--- src/rtl/core/ecgf_pkg.sv ---
// ----------------------------------------------------------------------------
// ecgf_pkg - shared types and constants of the encoder count glitch filter
// Fixed field widths, the decode offset and the jump limit reset value.
// ----------------------------------------------------------------------------
`default_nettype none

package ecgf_pkg;

  // Field widths fixed by the counter word and the result format
  localparam int RAW_W = 32;
  localparam int MAG_W = 24;
  localparam int CNT_W = 26;
  localparam int LIM_W = 25;
  // Sample plus or minus limit plus or minus one
  localparam int DIF_W = 27;

  // Bit of the raw word that subtracts the sign offset
  localparam int SIGN_BIT = 31;

  typedef logic signed [CNT_W-1:0] count_t;
  typedef logic signed [DIF_W-1:0] dif_t;
  typedef logic [LIM_W-1:0]        limit_t;

  localparam count_t SIGN_OFFSET = 26'sd16777216;
  localparam limit_t LIMIT_RESET = 25'd4000;

endpackage : ecgf_pkg

`default_nettype wire

--- src/rtl/core/encoder_count_glitch_filter_top.sv ---
// ----------------------------------------------------------------------------
// encoder_count_glitch_filter_top - quadrature count decode and glitch filter
// Decodes raw counter words into signed, direction-reversed counts and
// replaces outliers against a moving window average by the newest stored
// sample.
//
//   channel  ports                                 handshake
//   in       in_raw_word[31:0]                     in_valid / in_ready
//   out      out_filtered_count[25:0], out_was_rejected  out_valid / out_ready
//   cfg      cfg_wr_data[24:0] (jump_limit)        cfg_wr_en, no wait
//
// One request per cycle sustained while out_ready stays high; a result passes
// the decode stage, threshold stage and output register in that order.
// The feedback loop is the running-sum compare and update in the window.
// Reset clears the fill count, running sum and stage valids; jump_limit
// returns to 4000. A stalled output holds each full stage whose successor
// is full, and in_ready drops only when all stages are full.
// ----------------------------------------------------------------------------
`default_nettype none

module encoder_count_glitch_filter_top
  import ecgf_pkg::*;
#(
  parameter int WINDOW = 10
)
(
  input  wire              clk,
  input  wire              rst_n,
  input  wire              cfg_wr_en,
  input  wire  [LIM_W-1:0] cfg_wr_data,
  input  wire              in_valid,
  output logic             in_ready,
  input  wire  [RAW_W-1:0] in_raw_word,
  output logic             out_valid,
  input  wire              out_ready,
  output logic [CNT_W-1:0] out_filtered_count,
  output logic             out_was_rejected
);

  localparam int THR_W = 28 + $clog2(WINDOW);

  limit_t jump_limit_r, jump_limit_nxt;

  logic             p_valid;
  logic             o_load;
  logic             take;
  count_t           p_sample;
  logic [THR_W-1:0] p_lo_pos, p_lo_neg, p_hi_pos, p_hi_neg;
  count_t           res_count;
  logic             res_rejected;

  logic   out_valid_r, out_valid_nxt;
  count_t out_count_r;
  logic   out_rej_r;

  // Write the limit register
  always_comb begin
    jump_limit_nxt = jump_limit_r;
    if (cfg_wr_en) begin
      jump_limit_nxt = cfg_wr_data;
    end
  end

  always_ff @(posedge clk) begin
    if (!rst_n) begin
      jump_limit_r <= LIMIT_RESET;
    end else begin
      jump_limit_r <= jump_limit_nxt;
    end
  end

  ecgf_prep #(
    .WINDOW (WINDOW),
    .THR_W  (THR_W)
  ) u_prep (
    .clk       (clk),
    .rst_n     (rst_n),
    .up_valid  (in_valid),
    .up_ready  (in_ready),
    .up_word   (in_raw_word),
    .limit     (jump_limit_r),
    .dn_valid  (p_valid),
    .dn_ready  (o_load),
    .dn_sample (p_sample),
    .dn_lo_pos (p_lo_pos),
    .dn_lo_neg (p_lo_neg),
    .dn_hi_pos (p_hi_pos),
    .dn_hi_neg (p_hi_neg)
  );

  // Output register frees when empty or drained this cycle
  assign o_load = !out_valid_r || out_ready;
  assign take   = p_valid && o_load;

  ecgf_window #(
    .WINDOW (WINDOW),
    .THR_W  (THR_W)
  ) u_window (
    .clk          (clk),
    .rst_n        (rst_n),
    .take         (take),
    .sample       (p_sample),
    .lo_pos       (p_lo_pos),
    .lo_neg       (p_lo_neg),
    .hi_pos       (p_hi_pos),
    .hi_neg       (p_hi_neg),
    .res_count    (res_count),
    .res_rejected (res_rejected)
  );

  always_comb begin
    out_valid_nxt = out_valid_r;
    if (o_load) begin
      out_valid_nxt = p_valid;
    end
  end

  always_ff @(posedge clk) begin
    if (!rst_n) begin
      out_valid_r <= 1'b0;
    end else begin
      out_valid_r <= out_valid_nxt;
    end
  end

  // Capture the result as the request leaves the window stage
  always_ff @(posedge clk) begin
    if (take) begin
      out_count_r <= res_count;
      out_rej_r   <= res_rejected;
    end
  end

  assign out_valid          = out_valid_r;
  assign out_filtered_count = out_count_r;
  assign out_was_rejected   = out_rej_r;

endmodule : encoder_count_glitch_filter_top

`default_nettype wire

--- src/rtl/core/ecgf_cell.sv ---
// ----------------------------------------------------------------------------
// ecgf_cell - one entry of the sample window
// Holds one stored sample and takes its neighbor's value on a shift.
// ----------------------------------------------------------------------------
`default_nettype none

module ecgf_cell
  import ecgf_pkg::*;
(
  input  wire    clk,
  input  wire    shift_en,
  input  count_t shift_in,
  output count_t value
);

  count_t value_r;
  count_t value_nxt;

  // Take the neighbor's sample on a shift, hold otherwise
  always_comb begin
    value_nxt = value_r;
    if (shift_en) begin
      value_nxt = shift_in;
    end
  end

  always_ff @(posedge clk) begin
    value_r <= value_nxt;
  end

  assign value = value_r;

endmodule : ecgf_cell

`default_nettype wire

--- src/rtl/core/ecgf_prep.sv ---
// ----------------------------------------------------------------------------
// ecgf_prep - decode and threshold stages
// Decodes the raw counter word into a signed, direction-reversed sample and
// scales the acceptance bounds by the window length, so the decision stage
// compares the running sum directly and never divides.
// ----------------------------------------------------------------------------
`default_nettype none

module ecgf_prep
  import ecgf_pkg::*;
#(
  parameter int WINDOW = 10,
  parameter int THR_W  = 28 + $clog2(WINDOW)
)
(
  input  wire              clk,
  input  wire              rst_n,
  input  wire              up_valid,
  output logic             up_ready,
  input  wire  [RAW_W-1:0] up_word,
  input  limit_t           limit,
  output logic             dn_valid,
  input  wire              dn_ready,
  output count_t           dn_sample,
  output logic [THR_W-1:0] dn_lo_pos,
  output logic [THR_W-1:0] dn_lo_neg,
  output logic [THR_W-1:0] dn_hi_pos,
  output logic [THR_W-1:0] dn_hi_neg
);

  localparam logic signed [THR_W-1:0] WIN_S = THR_W'(WINDOW);
  localparam dif_t ONE_D = DIF_W'(1);

  logic en_a;
  logic en_b;

  // Stage A: decoded sample and unscaled bounds
  logic   a_valid_r, a_valid_nxt;
  count_t a_sample_r;
  dif_t   a_lo_r, a_lo_m1_r, a_hi_r, a_hi_p1_r;

  // Stage B: bounds scaled by the window length
  logic                     b_valid_r, b_valid_nxt;
  count_t                   b_sample_r;
  logic signed [THR_W-1:0]  b_lo_pos_r, b_lo_neg_r, b_hi_pos_r, b_hi_neg_r;

  count_t mag_x;
  count_t base;
  count_t sample;
  dif_t   sample_d;
  dif_t   limit_d;
  dif_t   lo_d, hi_d;

  logic signed [THR_W-1:0] lo_x, lo_m1_x, hi_x, hi_p1_x;

  // Advance each stage when it is empty or its successor moves
  assign en_b     = !b_valid_r || dn_ready;
  assign en_a     = !a_valid_r || en_b;
  assign up_ready = en_a;

  // Decode: magnitude, minus 2^24 when flagged, then reverse direction
  always_comb begin
    mag_x    = count_t'({{(CNT_W-MAG_W){1'b0}}, up_word[MAG_W-1:0]});
    base     = up_word[SIGN_BIT] ? SIGN_OFFSET : '0;
    sample   = base - mag_x;
    sample_d = dif_t'({{(DIF_W-CNT_W){sample[CNT_W-1]}}, sample});
    limit_d  = dif_t'({{(DIF_W-LIM_W){1'b0}}, limit});
    lo_d     = sample_d - limit_d;
    hi_d     = sample_d + limit_d;
  end

  // Sign-extend the stage A bounds to threshold width
  always_comb begin
    lo_x    = {{(THR_W-DIF_W){a_lo_r[DIF_W-1]}},    a_lo_r};
    lo_m1_x = {{(THR_W-DIF_W){a_lo_m1_r[DIF_W-1]}}, a_lo_m1_r};
    hi_x    = {{(THR_W-DIF_W){a_hi_r[DIF_W-1]}},    a_hi_r};
    hi_p1_x = {{(THR_W-DIF_W){a_hi_p1_r[DIF_W-1]}}, a_hi_p1_r};
  end

  always_comb begin
    a_valid_nxt = a_valid_r;
    b_valid_nxt = b_valid_r;
    if (en_a) begin
      a_valid_nxt = up_valid;
    end
    if (en_b) begin
      b_valid_nxt = a_valid_r;
    end
  end

  // Hold control state in reset
  always_ff @(posedge clk) begin
    if (!rst_n) begin
      a_valid_r <= 1'b0;
      b_valid_r <= 1'b0;
    end else begin
      a_valid_r <= a_valid_nxt;
      b_valid_r <= b_valid_nxt;
    end
  end

  // Load stage A payload
  always_ff @(posedge clk) begin
    if (en_a) begin
      a_sample_r <= sample;
      a_lo_r     <= lo_d;
      a_lo_m1_r  <= lo_d - ONE_D;
      a_hi_r     <= hi_d;
      a_hi_p1_r  <= hi_d + ONE_D;
    end
  end

  // Load stage B payload: scale by the window length
  always_ff @(posedge clk) begin
    if (en_b) begin
      b_sample_r <= a_sample_r;
      b_lo_pos_r <= lo_x * WIN_S;
      b_lo_neg_r <= lo_m1_x * WIN_S;
      b_hi_pos_r <= hi_p1_x * WIN_S;
      b_hi_neg_r <= hi_x * WIN_S;
    end
  end

  assign dn_valid  = b_valid_r;
  assign dn_sample = b_sample_r;
  assign dn_lo_pos = b_lo_pos_r;
  assign dn_lo_neg = b_lo_neg_r;
  assign dn_hi_pos = b_hi_pos_r;
  assign dn_hi_neg = b_hi_neg_r;

endmodule : ecgf_prep

`default_nettype wire

--- src/rtl/core/ecgf_window.sv ---
// ----------------------------------------------------------------------------
// ecgf_window - sample window, running sum and reject decision
// A row of cells holds the last accepted samples, oldest at entry 0. The
// running sum is compared against prescaled bounds, which is exact for the
// average truncated toward zero.
// ----------------------------------------------------------------------------
`default_nettype none

module ecgf_window
  import ecgf_pkg::*;
#(
  parameter int WINDOW = 10,
  parameter int THR_W  = 28 + $clog2(WINDOW)
)
(
  input  wire              clk,
  input  wire              rst_n,
  input  wire              take,
  input  count_t           sample,
  input  wire  [THR_W-1:0] lo_pos,
  input  wire  [THR_W-1:0] lo_neg,
  input  wire  [THR_W-1:0] hi_pos,
  input  wire  [THR_W-1:0] hi_neg,
  output count_t           res_count,
  output logic             res_rejected
);

  localparam int SUM_W  = 26 + $clog2(WINDOW);
  localparam int FILL_W = $clog2(WINDOW + 1);

  count_t cell_q [WINDOW];

  logic [FILL_W-1:0]       fill_r, fill_nxt;
  logic signed [SUM_W-1:0] sum_r, sum_nxt;

  logic                    full;
  logic                    shift;
  logic                    rej_cond;
  logic                    rej;
  logic signed [THR_W-1:0] sum_x;
  logic signed [SUM_W-1:0] add_x;
  logic signed [SUM_W-1:0] drop_x;

  assign full = (fill_r == FILL_W'(WINDOW));

  // Compare the sum against the bounds; the sign picks floor or ceiling form
  always_comb begin
    sum_x = {{(THR_W-SUM_W){sum_r[SUM_W-1]}}, sum_r};
    if (sum_r[SUM_W-1]) begin
      rej_cond = (sum_x <= $signed(lo_neg)) || (sum_x > $signed(hi_neg));
    end else begin
      rej_cond = (sum_x < $signed(lo_pos)) || (sum_x >= $signed(hi_pos));
    end
    rej   = full && rej_cond;
    shift = take && !rej;
  end

  // Row of cells: shift toward entry 0, newest enters at the top
  for (genvar i = 0; i < WINDOW; i++) begin : g_cell
    count_t nb;
    if (i == WINDOW - 1) begin : g_top
      assign nb = sample;
    end else begin : g_mid
      assign nb = cell_q[i+1];
    end
    ecgf_cell u_cell (
      .clk      (clk),
      .shift_en (shift),
      .shift_in (nb),
      .value    (cell_q[i])
    );
  end

  // Advance running sum and fill count; drop the oldest once full
  always_comb begin
    add_x    = {{(SUM_W-CNT_W){sample[CNT_W-1]}}, sample};
    drop_x   = full ? {{(SUM_W-CNT_W){cell_q[0][CNT_W-1]}}, cell_q[0]} : '0;
    sum_nxt  = sum_r;
    fill_nxt = fill_r;
    if (shift) begin
      sum_nxt = sum_r + add_x - drop_x;
      if (!full) begin
        fill_nxt = fill_r + FILL_W'(1);
      end
    end
  end

  always_ff @(posedge clk) begin
    if (!rst_n) begin
      fill_r <= '0;
      sum_r  <= '0;
    end else begin
      fill_r <= fill_nxt;
      sum_r  <= sum_nxt;
    end
  end

  // Replace a rejected sample by the newest stored one
  assign res_count    = rej ? cell_q[WINDOW-1] : sample;
  assign res_rejected = rej;

  a_fill_range: assert property (@(posedge clk) disable iff (!rst_n)
    fill_r <= FILL_W'(WINDOW))
    else $error("fill count beyond window length");

  a_fill_step: assert property (@(posedge clk) disable iff (!rst_n)
    take && !full |=> fill_r == $past(fill_r) + FILL_W'(1))
    else $error("fill count did not advance during fill");

  a_rej_holds_sum: assert property (@(posedge clk) disable iff (!rst_n)
    take && rej |=> sum_r == $past(sum_r))
    else $error("running sum changed on a rejected request");

  a_rej_only_full: assert property (@(posedge clk) disable iff (!rst_n)
    take && !full |-> !res_rejected)
    else $error("rejection during window fill");

endmodule : ecgf_window

`default_nettype wire

--- config.mk ---
export PLATFORM = sky130hd
export DESIGN_NAME = encoder_count_glitch_filter_top
export DESIGN_NICKNAME = d
export VERILOG_FILES = /design/src/rtl/core/ecgf_pkg.sv /design/src/rtl/core/encoder_count_glitch_filter_top.sv /design/src/rtl/core/ecgf_cell.sv /design/src/rtl/core/ecgf_prep.sv /design/src/rtl/core/ecgf_window.sv
export SDC_FILE = /design/constraint.sdc
export NUM_CORES = 1
export LEC_CHECK = 0
export BUFFER_PORTS_ARGS = -buffer_cell sky130_fd_sc_hd__buf_2
export CORE_UTILIZATION = 50
export DETAILED_ROUTE_END_ITERATION = 7
export HOLD_SLACK_MARGIN = 0.15
export PLACE_DENSITY = 0.66
export SLEW_MARGIN = 20
export SYNTH_ARGS = -nofsm -noshare
export SYNTH_HDL_FRONTEND = slang
export SYNTH_HIERARCHICAL = 1
export SYNTH_SLANG_ARGS = --single-unit
export TNS_END_PERCENT = 20
--- constraint.sdc ---
create_clock -name clk -period 16 [get_ports clk]
set_input_delay 3.2 -clock clk [delete_from_list [all_inputs] [get_ports clk]]
set_output_delay 3.2 -clock clk [all_outputs]
set_load 0.005 [all_outputs]
Word-level counts from Yosys, hierarchy flattened. Index checks and enable logic that the tools add are counted.

Logic and storage cells: 63. Output and inout port bits: 29. Input bits: 62. Flip-flop bits (word level): 633.

Equality and inequality tests: 1. Bitwise gates (word level): 1. Reduce and logical (&&, ||, !) cells: 13. Add/sub/neg operators: 8. Multiply operators: 4. $lt $le $gt $ge: 4. Mux-type cells: 4.

Operators by type and width (number): multiplier 27 x 4 -> 31 bit, second input constant (4); greater-or-equal comparator 30 x 32 -> 1 bit (1); > comparator 30 x 32 -> 1 bit (1); <= comparator 30 x 32 -> 1 bit (1); less-than comparator 30 x 32 -> 1 bit (1); adder 30 x 26 -> 30 bit (1); two-way mux 30 bit (1); subtractor 30 bit (1); adder 26 x 26 -> 27 bit (1); adder 27 x 2 -> 27 bit, second input constant (1); subtractor 26 x 26 -> 27 bit (1); subtractor 27 x 2 -> 27 bit, second input constant (1); two-way mux 26 bit (1); subtractor 25 x 24 -> 26 bit (1); two-way mux 25 bit (1); logical OR 1 bit (5); adder 4 x 1 -> 4 bit, second input constant (1); equality test 4 bit, second input constant (1); logical NOT 1 bit (4); logical AND 1 bit (3); AND reduction 2 bit (1); two-way mux 1 bit (1); NOT 1 bit (1).

Logic depth before layout (Yosys ltp). Gate-level depths: netlist of the first run.

Depth in word-level cells: 7. Mapped depth: 22. Depth with buffers taken out: 21.

By module. Netlist of the first run, hierarchy kept.

Modules (own cells, without submodules): ecgf_prep (instances 1, area each 18888.1 sq um, sequential area each 8448.1 sq um, cells an instance 1676); ecgf_cell (instances 10, area each 780.7 sq um, sequential area each 780.7 sq um, cells an instance 26); ecgf_window (instances 1, area each 7343.3 sq um, sequential area each 680.7 sq um, cells an instance 1020); encoder_count_glitch_filter_top (instances 1, area each 1805.5 sq um, sequential area each 1331.3 sq um, cells an instance 112).

Worst setup path before layout of the first run. Ideal clock, no wire load.

Path type: in2out. Start: input out_ready. End: output in_ready. Stages on the path: 3. Path slack: 6.603 ns. Buffers on the path: 0. Data required time: 12.800 ns. Arrival: 6.197 ns. Cell sequence: nand2b_1 > nor2b_1 > nand2_1.

Cells in the longest elaborated chain, start to end: 3.

Ends and longest elaborated chain: start: declaration (line encoder_count_glitch_filter_top.sv:35) `input wire out_ready,`; logical OR 1 bit (line encoder_count_glitch_filter_top.sv:92) `assign o_load = !out_valid_r || out_ready;`; logical OR 1 bit (line ecgf_prep.sv:57) `assign en_b = !b_valid_r || dn_ready;`; logical OR 1 bit (line ecgf_prep.sv:58) `assign en_a = !a_valid_r || en_b;`; end: declaration (line encoder_count_glitch_filter_top.sv:32) `output logic in_ready,`.

Every way passes these cells.

Worst setup path after layout of the first run.
Start: input in_raw_word[3]. End: register u_prep.a_lo_m1_r[24] (data pin).

Cells in the longest elaborated chain, start to end: 3.

Ends and longest elaborated chain: start: declaration (line encoder_count_glitch_filter_top.sv:33) `input wire [RAW_W-1:0] in_raw_word,`; subtractor 25 x 24 -> 26 bit (line ecgf_prep.sv:65) `sample = base - mag_x;`; net u_prep.sample[15] (line ecgf_prep.sv:49) `count_t sample;`; subtractor 26 x 26 -> 27 bit (line ecgf_prep.sv:68) `lo_d = sample_d - limit_d;`; net u_prep.lo_d[22] (line ecgf_prep.sv:52) `dif_t lo_d, hi_d;`; subtractor 27 x 2 -> 27 bit (line ecgf_prep.sv:107) `a_lo_m1_r <= lo_d - ONE_D;`; end signal: assignment (line ecgf_prep.sv:107); end: declaration (line ecgf_prep.sv:40) `dif_t a_lo_r, a_lo_m1_r, a_hi_r, a_hi_p1_r;`.

The timed path passes the listed nets, and every way through them passes these cells. A chain may end at the register's enable or synchronous reset.

==> flow_summary_export.csv, run 1 <==
group,metric,value,unit
cts,clkSinkCount,629,
cts,cts_setup_buffers,0,
pwr,power_density,152,mW/mm2
sta,hold_viol_final,0,
die,initial_core_util,0.508,
pwr,p_comb_frac,0.340,
worst_hold_path,hold_path_end,"u_window/g_cell[0].u_cell/value[24]$_DFFE_PP_",
sta,slew_headroom,0.290,
pwr,leakage,0.0167,uW
setup_path,slowest_stage,"or4b_4",
global_route,grt_pass1_vias,23600,
detailed_routing,drc,0,
die,die_w,270,um
global_route,antenna_found_initial,6,
cts,postCtsHoldBufs,0,
setup_path,crit_chain,"buf_2 -> or4_1 -> nor4_1 -> inv_1 -> or3_1 -> nor4b_1 -> xnor2_1 -> ha_1 -> inv_1 -> a21o_1 -> a31oi_1 -> o2111ai_1 -> a311oi_1 -> nor4_1 -> nand4b_1 -> or4b_4 -> nor3_1 -> xor2_1",
setup_path,r2r_start,"u_window/sum_r[15]$_SDFFE_PN0P_",
detailed_routing,dr.pass1.iters,5,
sta,finClkSkew,0.0160,ns
synth,seq_area_frac_synth,0.510,
sta,worstMarginPinSlew,1.06,ns
detailed_routing,drt_iter0_drc,1588,
cts,htree_levels,3,
die,core-area,0.0705,mm2
cts,clkLatencyLatePin,0.62,ns
final_layout,fin_cells,4185,
final_layout,final_util,0.563,
cts,clkTransAtPathRegs,0.06,ns
synth,syn-cell-area,0.0358,mm2
synth,synth_flop_cell,"edfxtp_1",
setup_path,reg2reg_depth,14,
cts,cts_buffer_depth,3,
setup_path,crit_path_end_kind,"register",
setup_path,path_class,"in2reg",
cts,cts_tree,"yes",
setup_path,worst-path-buf-inv,3,
die,rows,97,
global_route,grt_util_all_layers,0.221,
synth,synthCells,3068,
setup_path,cp.required,16.34,ns
global_route,overflow,0,
flow_run,max_cap_viol_count,0,
placement,dp.final_hpwl,61.7,mm
sta,tns,0,ns
final_layout,nNetsFinal,3707,
synth,synth.distinct_cells,94,
pwr,switching_share,0.334,
sta,slew_viol_final,0,
outcome,status,"finished, final reports clean",
setup_path,startpoint_type,"primary input",
final_layout,drive_gt1_frac,0.0773,
worst_hold_path,hold_path.class,"reg2reg",
final_layout,area_delta_synth_final,10.7,%
synth,syn_area_per_cell,11.7,um2
die,pin_count,91,
synth,ys_seq_elements,629,
setup_path,reg2reg_to,"u_window/sum_r[3]$_SDFFE_PN0P_",
pwr,peakVddDrop,82.4,uV
detailed_routing,postRouteAntennaNets,0,
cts,cts_resized,0,
cts,clock-root-buffer,"clkbuf_16",
sta,period_minus_slack,8.47,ns
sta,hold_slack,0.412,ns
detailed_routing,wl,80.2,mm
placement,io_buffers,83,
sta,setup_viol,0,
cts,cts_buffers,72,
detailed_routing,vias,23400,
final_layout,antennaDiodeCount,0,
pwr,p_clk_frac,0.276,
setup_path,ff2ff_setup_slack,9.02,ns
placement,place_area,0.0373,mm2
placement,place_congestion,0.910,
synth,synth_edf_count,567,
die,dieHeight,270,um
worst_hold_path,hold_depth,0,
detailed_routing,wire_per_inst,19.2,um
sta,finalCritPeriodShare,0.529,
die,dieArea,0.0728,mm2
final_layout,final_area,0.0397,mm2
setup_path,max_stage_delay,0.64,ns
setup_path,critPathTopFamily,"simple AND/OR/NAND/NOR gates",
pwr,seq_power_share,0.384,
detailed_routing,vias_per_cell,5.59,
pwr,p_int,4010,uW
synth,ys_warn_count,6,
sta,max_freq,118,MHz
global_route,grt_max_degree,92,
setup_path,arrival,8.81,ns
synth,synthArstFlopShare,0,
sta,rsz0062_at_grt,"no",
pwr,switchingPower,2010,uW
setup_path,cp_max_fo,4,
worst_hold_path,hp-start,"u_window/g_cell[1].u_cell/value[24]$_DFFE_PP_",
global_route,grt_pass1_wl,125,mm
placement,place_inst,4057,
[per-layer routing]
layer | track usage | vias to the layer above | wire length (um)
li1 | - | 11400 | -
met3 | 0.0286 | 165 | 3240
met4 | 0.0876 | 0 | 3070
met5 | 0 | - | 0
met1 | 0.290 | 11200 | 36000
met2 | 0.371 | 555 | 37900
[worst max-delay path by stage]
| stage | slack, ns | depth (start not counted) | end | from |
|---|---|---|---|---|
| after global routing | 7.07 | 18 | u_prep/a_lo_m1_r[26]$_DFFE_PP_ | in_raw_word[3] |
| after floorplan | 6.60 | 3 | in_ready | out_ready |
| after detailed placement | 6.77 | 18 | u_prep/a_lo_m1_r[24]$_DFFE_PP_ | in_raw_word[3] |
| after global placement | 6.84 | 18 | u_prep/a_lo_m1_r[26]$_DFFE_PP_ | in_raw_word[3] |
| final | 7.53 | 18 | u_prep/a_lo_m1_r[24]$_DFFE_PP_ | in_raw_word[3] |
| after CTS | 7.43 | 18 | u_prep/a_lo_m1_r[24]$_DFFE_PP_ | in_raw_word[3] |
[cells in the mapped netlist, types with 6 or more instances]
cell type,instances,share of area
or3_1,21,0.0037
a211oi_1,31,0.0065
nand4_1,33,0.0058
o21a_1,25,0.0052
nand2_1,152,0.016
buf_4,13,0.0027
xor2_1,66,0.016
clkbuf_1,21,0.0022
xnor2_1,154,0.038
nand2b_1,34,0.0059
a31oi_1,22,0.0038
o41ai_1,6,0.0015
buf_2,10,0.0014
o21bai_1,24,0.0050
o21ai_1,6,0.00084
nor4_1,19,0.0033
fa_1,35,0.020
o2111ai_1,9,0.0022
and2_1,34,0.0059
nor2b_1,42,0.0073
a221oi_1,7,0.0017
ha_1,419,0.15
o31ai_1,17,0.0036
nor2_1,139,0.015
o21ai_0,134,0.019
or4_1,15,0.0031
mux2i_1,28,0.0078
and3_1,14,0.0024
or2_2,6,0.0010
a21o_1,81,0.017
nand3_1,55,0.0077
dfxtp_1,62,0.035
nor3_1,69,0.0096
edfxtp_1,567,0.48
o211ai_1,15,0.0031
a211o_1,7,0.0017
inv_1,358,0.037
a21oi_1,201,0.028
[cell families after synthesis]
family | synth area share
adders and majority gates | 0.166
other | 0.000105
DFF | 0.510
muxes | 0.00845
xor gates and xnor gates | 0.0538
and+or+nand+nor | 0.0949
AOI/OAI and AO/OA | 0.121
buffers and inverters | 0.0462
[worst reg2reg max path, cell delays in order, from the launching register on]
cell	delay (ns)
dfxtp_1	0.44
ha_1	0.40
nand4_1	0.25
nor4_1	0.85
a21boi_1	0.47
o311ai_1	0.31
a21oi_1	0.35
a311o_1	0.23
a311oi_4	0.10
buf_4	0.38
nor2_4	0.89
buf_4	0.96
buf_4	0.91
nand2_1	0.17
a21oi_1	0.20
[sequential cells by signal (all words and copies together) (netlist names)]
name                          cells
u_prep/a_hi_p1_r                 26
u_prep/a_hi_r                    27
u_prep/dn_hi_pos                 31
u_prep/dn_lo_neg                 30
u_window/g_cell.u_cell/value    260
out_valid                         1
out_filtered_count               26
u_prep/a_valid_r                  1
out_was_rejected                  1
u_window/fill_r                   4
u_prep/dn_lo_pos                 30
u_prep/dn_valid                   1
u_window/sum_r                   30
u_prep/dn_sample                 26
u_prep/a_lo_m1_r                 27
u_prep/dn_hi_neg                 31
jump_limit_r                     25
u_prep/a_sample_r                26
u_prep/a_lo_r                    26
[stage by stage]
step | total power [uW] | setup slack [ns]
after floorplan | 3820 | 6.60
after detailed placement | 4360 | 6.77
after CTS | 6060 | 7.43
final | 6020 | 7.53
after global routing | 6390 | 7.07
after global placement | 4280 | 6.84
[power groups by stage]
| stage | registers [uW] | logic [uW] | clock network [uW] |
|---|---|---|---|
| after floorplan | 2270 | 1540 | 0 |
| after global placement | 2340 | 1940 | 0 |
| after detailed placement | 2350 | 2010 | 0 |
| after CTS | 2320 | 2030 | 1710 |
| after global routing | 2340 | 2280 | 1770 |
| final | 2310 | 2050 | 1660 |
[cells in the final DEF (no fill, tap or decap), types with 33 or more instances in the layout]
cell and count:
edfxtp_1 567, ha_1 419, inv_1 356, a21oi_1 201, xnor2_1 154, nand2_1 151
nor2_1 139, o21ai_0 134, buf_2 83, a21o_1 81, clkbuf_16 73, nor3_1 69
xor2_1 66, dfxtp_1 62, nand3_1 55, nor2b_1 42, fa_1 35, nand2b_1 34
nand4_1 33, and2_1 33
[layout make-up]
| cell class | instances | area (um2) |
|---|---|---|
| fillers | 5799 | 30800 |
| flip-flops and latches | 629 | 18300 |
| multi-input cells | 2032 | 16000 |
| clock buffers | 88 | 1910 |
| inverters | 360 | 1350 |
| well taps | 940 | 1180 |
| clock inverters | 40 | 520 |
| repair buffers | 96 | 513 |
Power figures use the tool's default switching activity.
==> run 2: changes to the inputs <==
==> constraint.sdc (replaced) <==
create_clock -name clk -period 8.1 [get_ports clk]
set_input_delay 1.62 -clock clk [delete_from_list [all_inputs] [get_ports clk]]
set_output_delay 1.62 -clock clk [all_outputs]
set_load 0.005 [all_outputs]
==> flow_summary_export.csv, run 2 (synthesis results as in run 1) <==
group,metric,value,unit
cts,cts_buffer_depth,3,
final_layout,antennaDiodeCount,0,
cts,clkTransAtPathRegs,0.06,ns
final_layout,drive_gt1_frac,0.0764,
cts,cts_buffers,70,
sta,slew_viol_final,0,
global_route,antenna_found_initial,9,
pwr,p_int,7790,uW
global_route,grt_pass1_wl,125,mm
cts,cts_setup_buffers,0,
detailed_routing,postRouteAntennaNets,0,
setup_path,startpoint_type,"primary input",
final_layout,fillCellCount,5772,
final_layout,nNetsFinal,3705,
cts,postCtsHoldBufs,0,
sta,finClkSkew,0.0123,ns
final_layout,largest_register_ffs,260,
final_layout,layout_commonest_cell,"edfxtp_1",
setup_path,crit_chain,"buf_2 -> or4_1 -> nor4_1 -> inv_1 -> or3_1 -> nor4b_1 -> xnor2_1 -> ha_1 -> inv_1 -> a21o_1 -> a31oi_1 -> o2111ai_1 -> a311oi_1 -> nor4_1 -> nand4b_1 -> or4b_4 -> nor4_2 -> xor2_1",
detailed_routing,wire_per_inst,18.9,um
sta,max_freq,148,MHz
placement,place_congestion,0.953,
detailed_routing,drc,0,
final_layout,fin_cells,4187,
pwr,power_density,297,mW/mm2
sta,rsz0062_at_grt,"no",
global_route,gr-usage-met2,0.370,
worst_hold_path,hold_path.class,"reg2reg",
cts,htree_levels,3,
pwr,peakVddDrop,189,uV
global_route,busiest_layer,"met2",
cts,clkSinkCount,629,
sta,hold_viol_final,0,
pwr,leakage,0.0166,uW
setup_path,crit_path_end_kind,"register",
cts,cts_tree,"yes",
sta,finalCritPeriodShare,0.837,
sta,setup_viol,0,
die,initial_core_util,0.508,
pwr,p_comb_frac,0.340,
setup_path,cp_max_fo,4,
cts,clkLatencyLatePin,0.62,ns
placement,io_buffers,83,
setup_path,arrival,7.13,ns
detailed_routing,vias_per_cell,5.54,
pwr,seq_power_share,0.389,
setup_path,max_stage_delay,0.63,ns
die,dieHeight,270,um
global_route,met1_usage,0.293,
sta,slew_headroom,0.311,
detailed_routing,drt_iter0_drc,1360,
placement,place_inst,4057,
detailed_routing,vias,23200,
die,die_w,270,um
sta,worstMarginPinSlew,1.03,ns
pwr,p_clk_frac,0.271,
setup_path,path_class,"in2reg",
flow_run,max_cap_viol_count,0,
setup_path,worst-path-buf-inv,3,
outcome,status,"finished, final reports clean",
sta,final_critical_path_setup_slack,1.32,ns
placement,post-place-ws,0.621,ns
die,core-area,0.0705,mm2
die,pin_count,91,
detailed_routing,wl,79.2,mm
pwr,switching_share,0.337,
die,dieArea,0.0728,mm2
setup_path,crit_cells,18,
cts,cts_resized,0,
sta,tns,0,ns
setup_path,reg2reg_depth,19,
pwr,switchingPower,3960,uW
worst_hold_path,hold_depth,0,
setup_path,critPathTopFamily,"simple AND/OR/NAND/NOR gates",
global_route,grt_util_all_layers,0.219,
final_layout,area_delta_synth_final,10.5,%
global_route,grt_use_met3,0.0286,
final_layout,final_cell_mix,"edfxtp_1, ha_1, inv_1",
global_route,overflow,0,
cts,clock-root-buffer,"clkbuf_16",
global_route,grt_max_degree,173,
setup_path,ff2ff_setup_slack,2.36,ns
setup_path,slowest_stage,"or4b_4",
sta,period_minus_slack,6.78,ns
setup_path,cp.required,8.45,ns
detailed_routing,dr.pass1.iters,5,
placement,dp.final_hpwl,60.2,mm
die,rows,97,
global_route,grt_pass1_vias,23500,
## run 2: area by class of cell
cell class                      instances  area, um2  area share
Clock buffer                           85       1830      0.0462
Clock inverter                         45        500      0.0126
Inverter                              360       1350      0.0342
Multi-Input combinational cell       2032      16000       0.403
Sequential cell                       629      18300       0.461
Tap cell                              940       1180      0.0297
Timing Repair Buffer                   96        526      0.0133
## run 2: final timing paths
path                                                      start                                             to
setup reg to reg                u_window/fill_r[0]$_SDFFE_PN0P_                u_window/sum_r[24]$_SDFFE_PN0P_
setup / recovery                                 in_raw_word[3]                 u_prep/a_lo_m1_r[25]$_DFFE_PP_
hold / removal    u_window/g_cell[3].u_cell/value[15]$_DFFE_PP_  u_window/g_cell[2].u_cell/value[15]$_DFFE_PP_
hold reg to reg   u_window/g_cell[3].u_cell/value[15]$_DFFE_PP_  u_window/g_cell[2].u_cell/value[15]$_DFFE_PP_
## run 2: worst reg2reg max path: stages (launching register included)
cell and delay [ns]:
dfxtp_1 0.33, inv_1 0.08, ha_1 0.17, and3b_1 0.81, and2_1 0.30, ha_1 0.24, inv_1 0.05, ha_1 0.20
inv_1 0.07, fa_1 0.40, nor2b_1 0.14, o21ai_0 0.14, a21boi_2 0.29, o2111ai_1 0.22, a2111oi_0 0.81, nor4_1 0.21
o31ai_1 0.63, a31oi_1 0.20, xor2_1 0.18, o22ai_1 0.10
## run 2: stage by stage
step                      hold WS [ns]  power (uW)  utilization  cell area, um2
after floorplan                  0.400        7540            -           35900
after global placement           0.400        8420        0.529           37300
after detailed placement         0.405        8570        0.529           37300
after CTS                        0.411       11800        0.562           39600
after global routing             0.418       12500        0.562           39600
final                            0.410       11800        0.562           39600
## run 2: metal layers
layer | part of all wire | vias up
li1 | - | 11500
met1 | 0.46 | 11100
met2 | 0.48 | 500
met3 | 0.038 | 128
met4 | 0.028 | 0
met5 | 0 | -
## run 2: power groups by stage
stage	registers (uW)	logic, uW	clock network, uW
final	4580	4000	3180
after global routing	4630	4490	3380
after CTS	4580	3970	3270
after detailed placement	4650	3920	0
after global placement	4640	3780	0
after floorplan	4490	3050	0
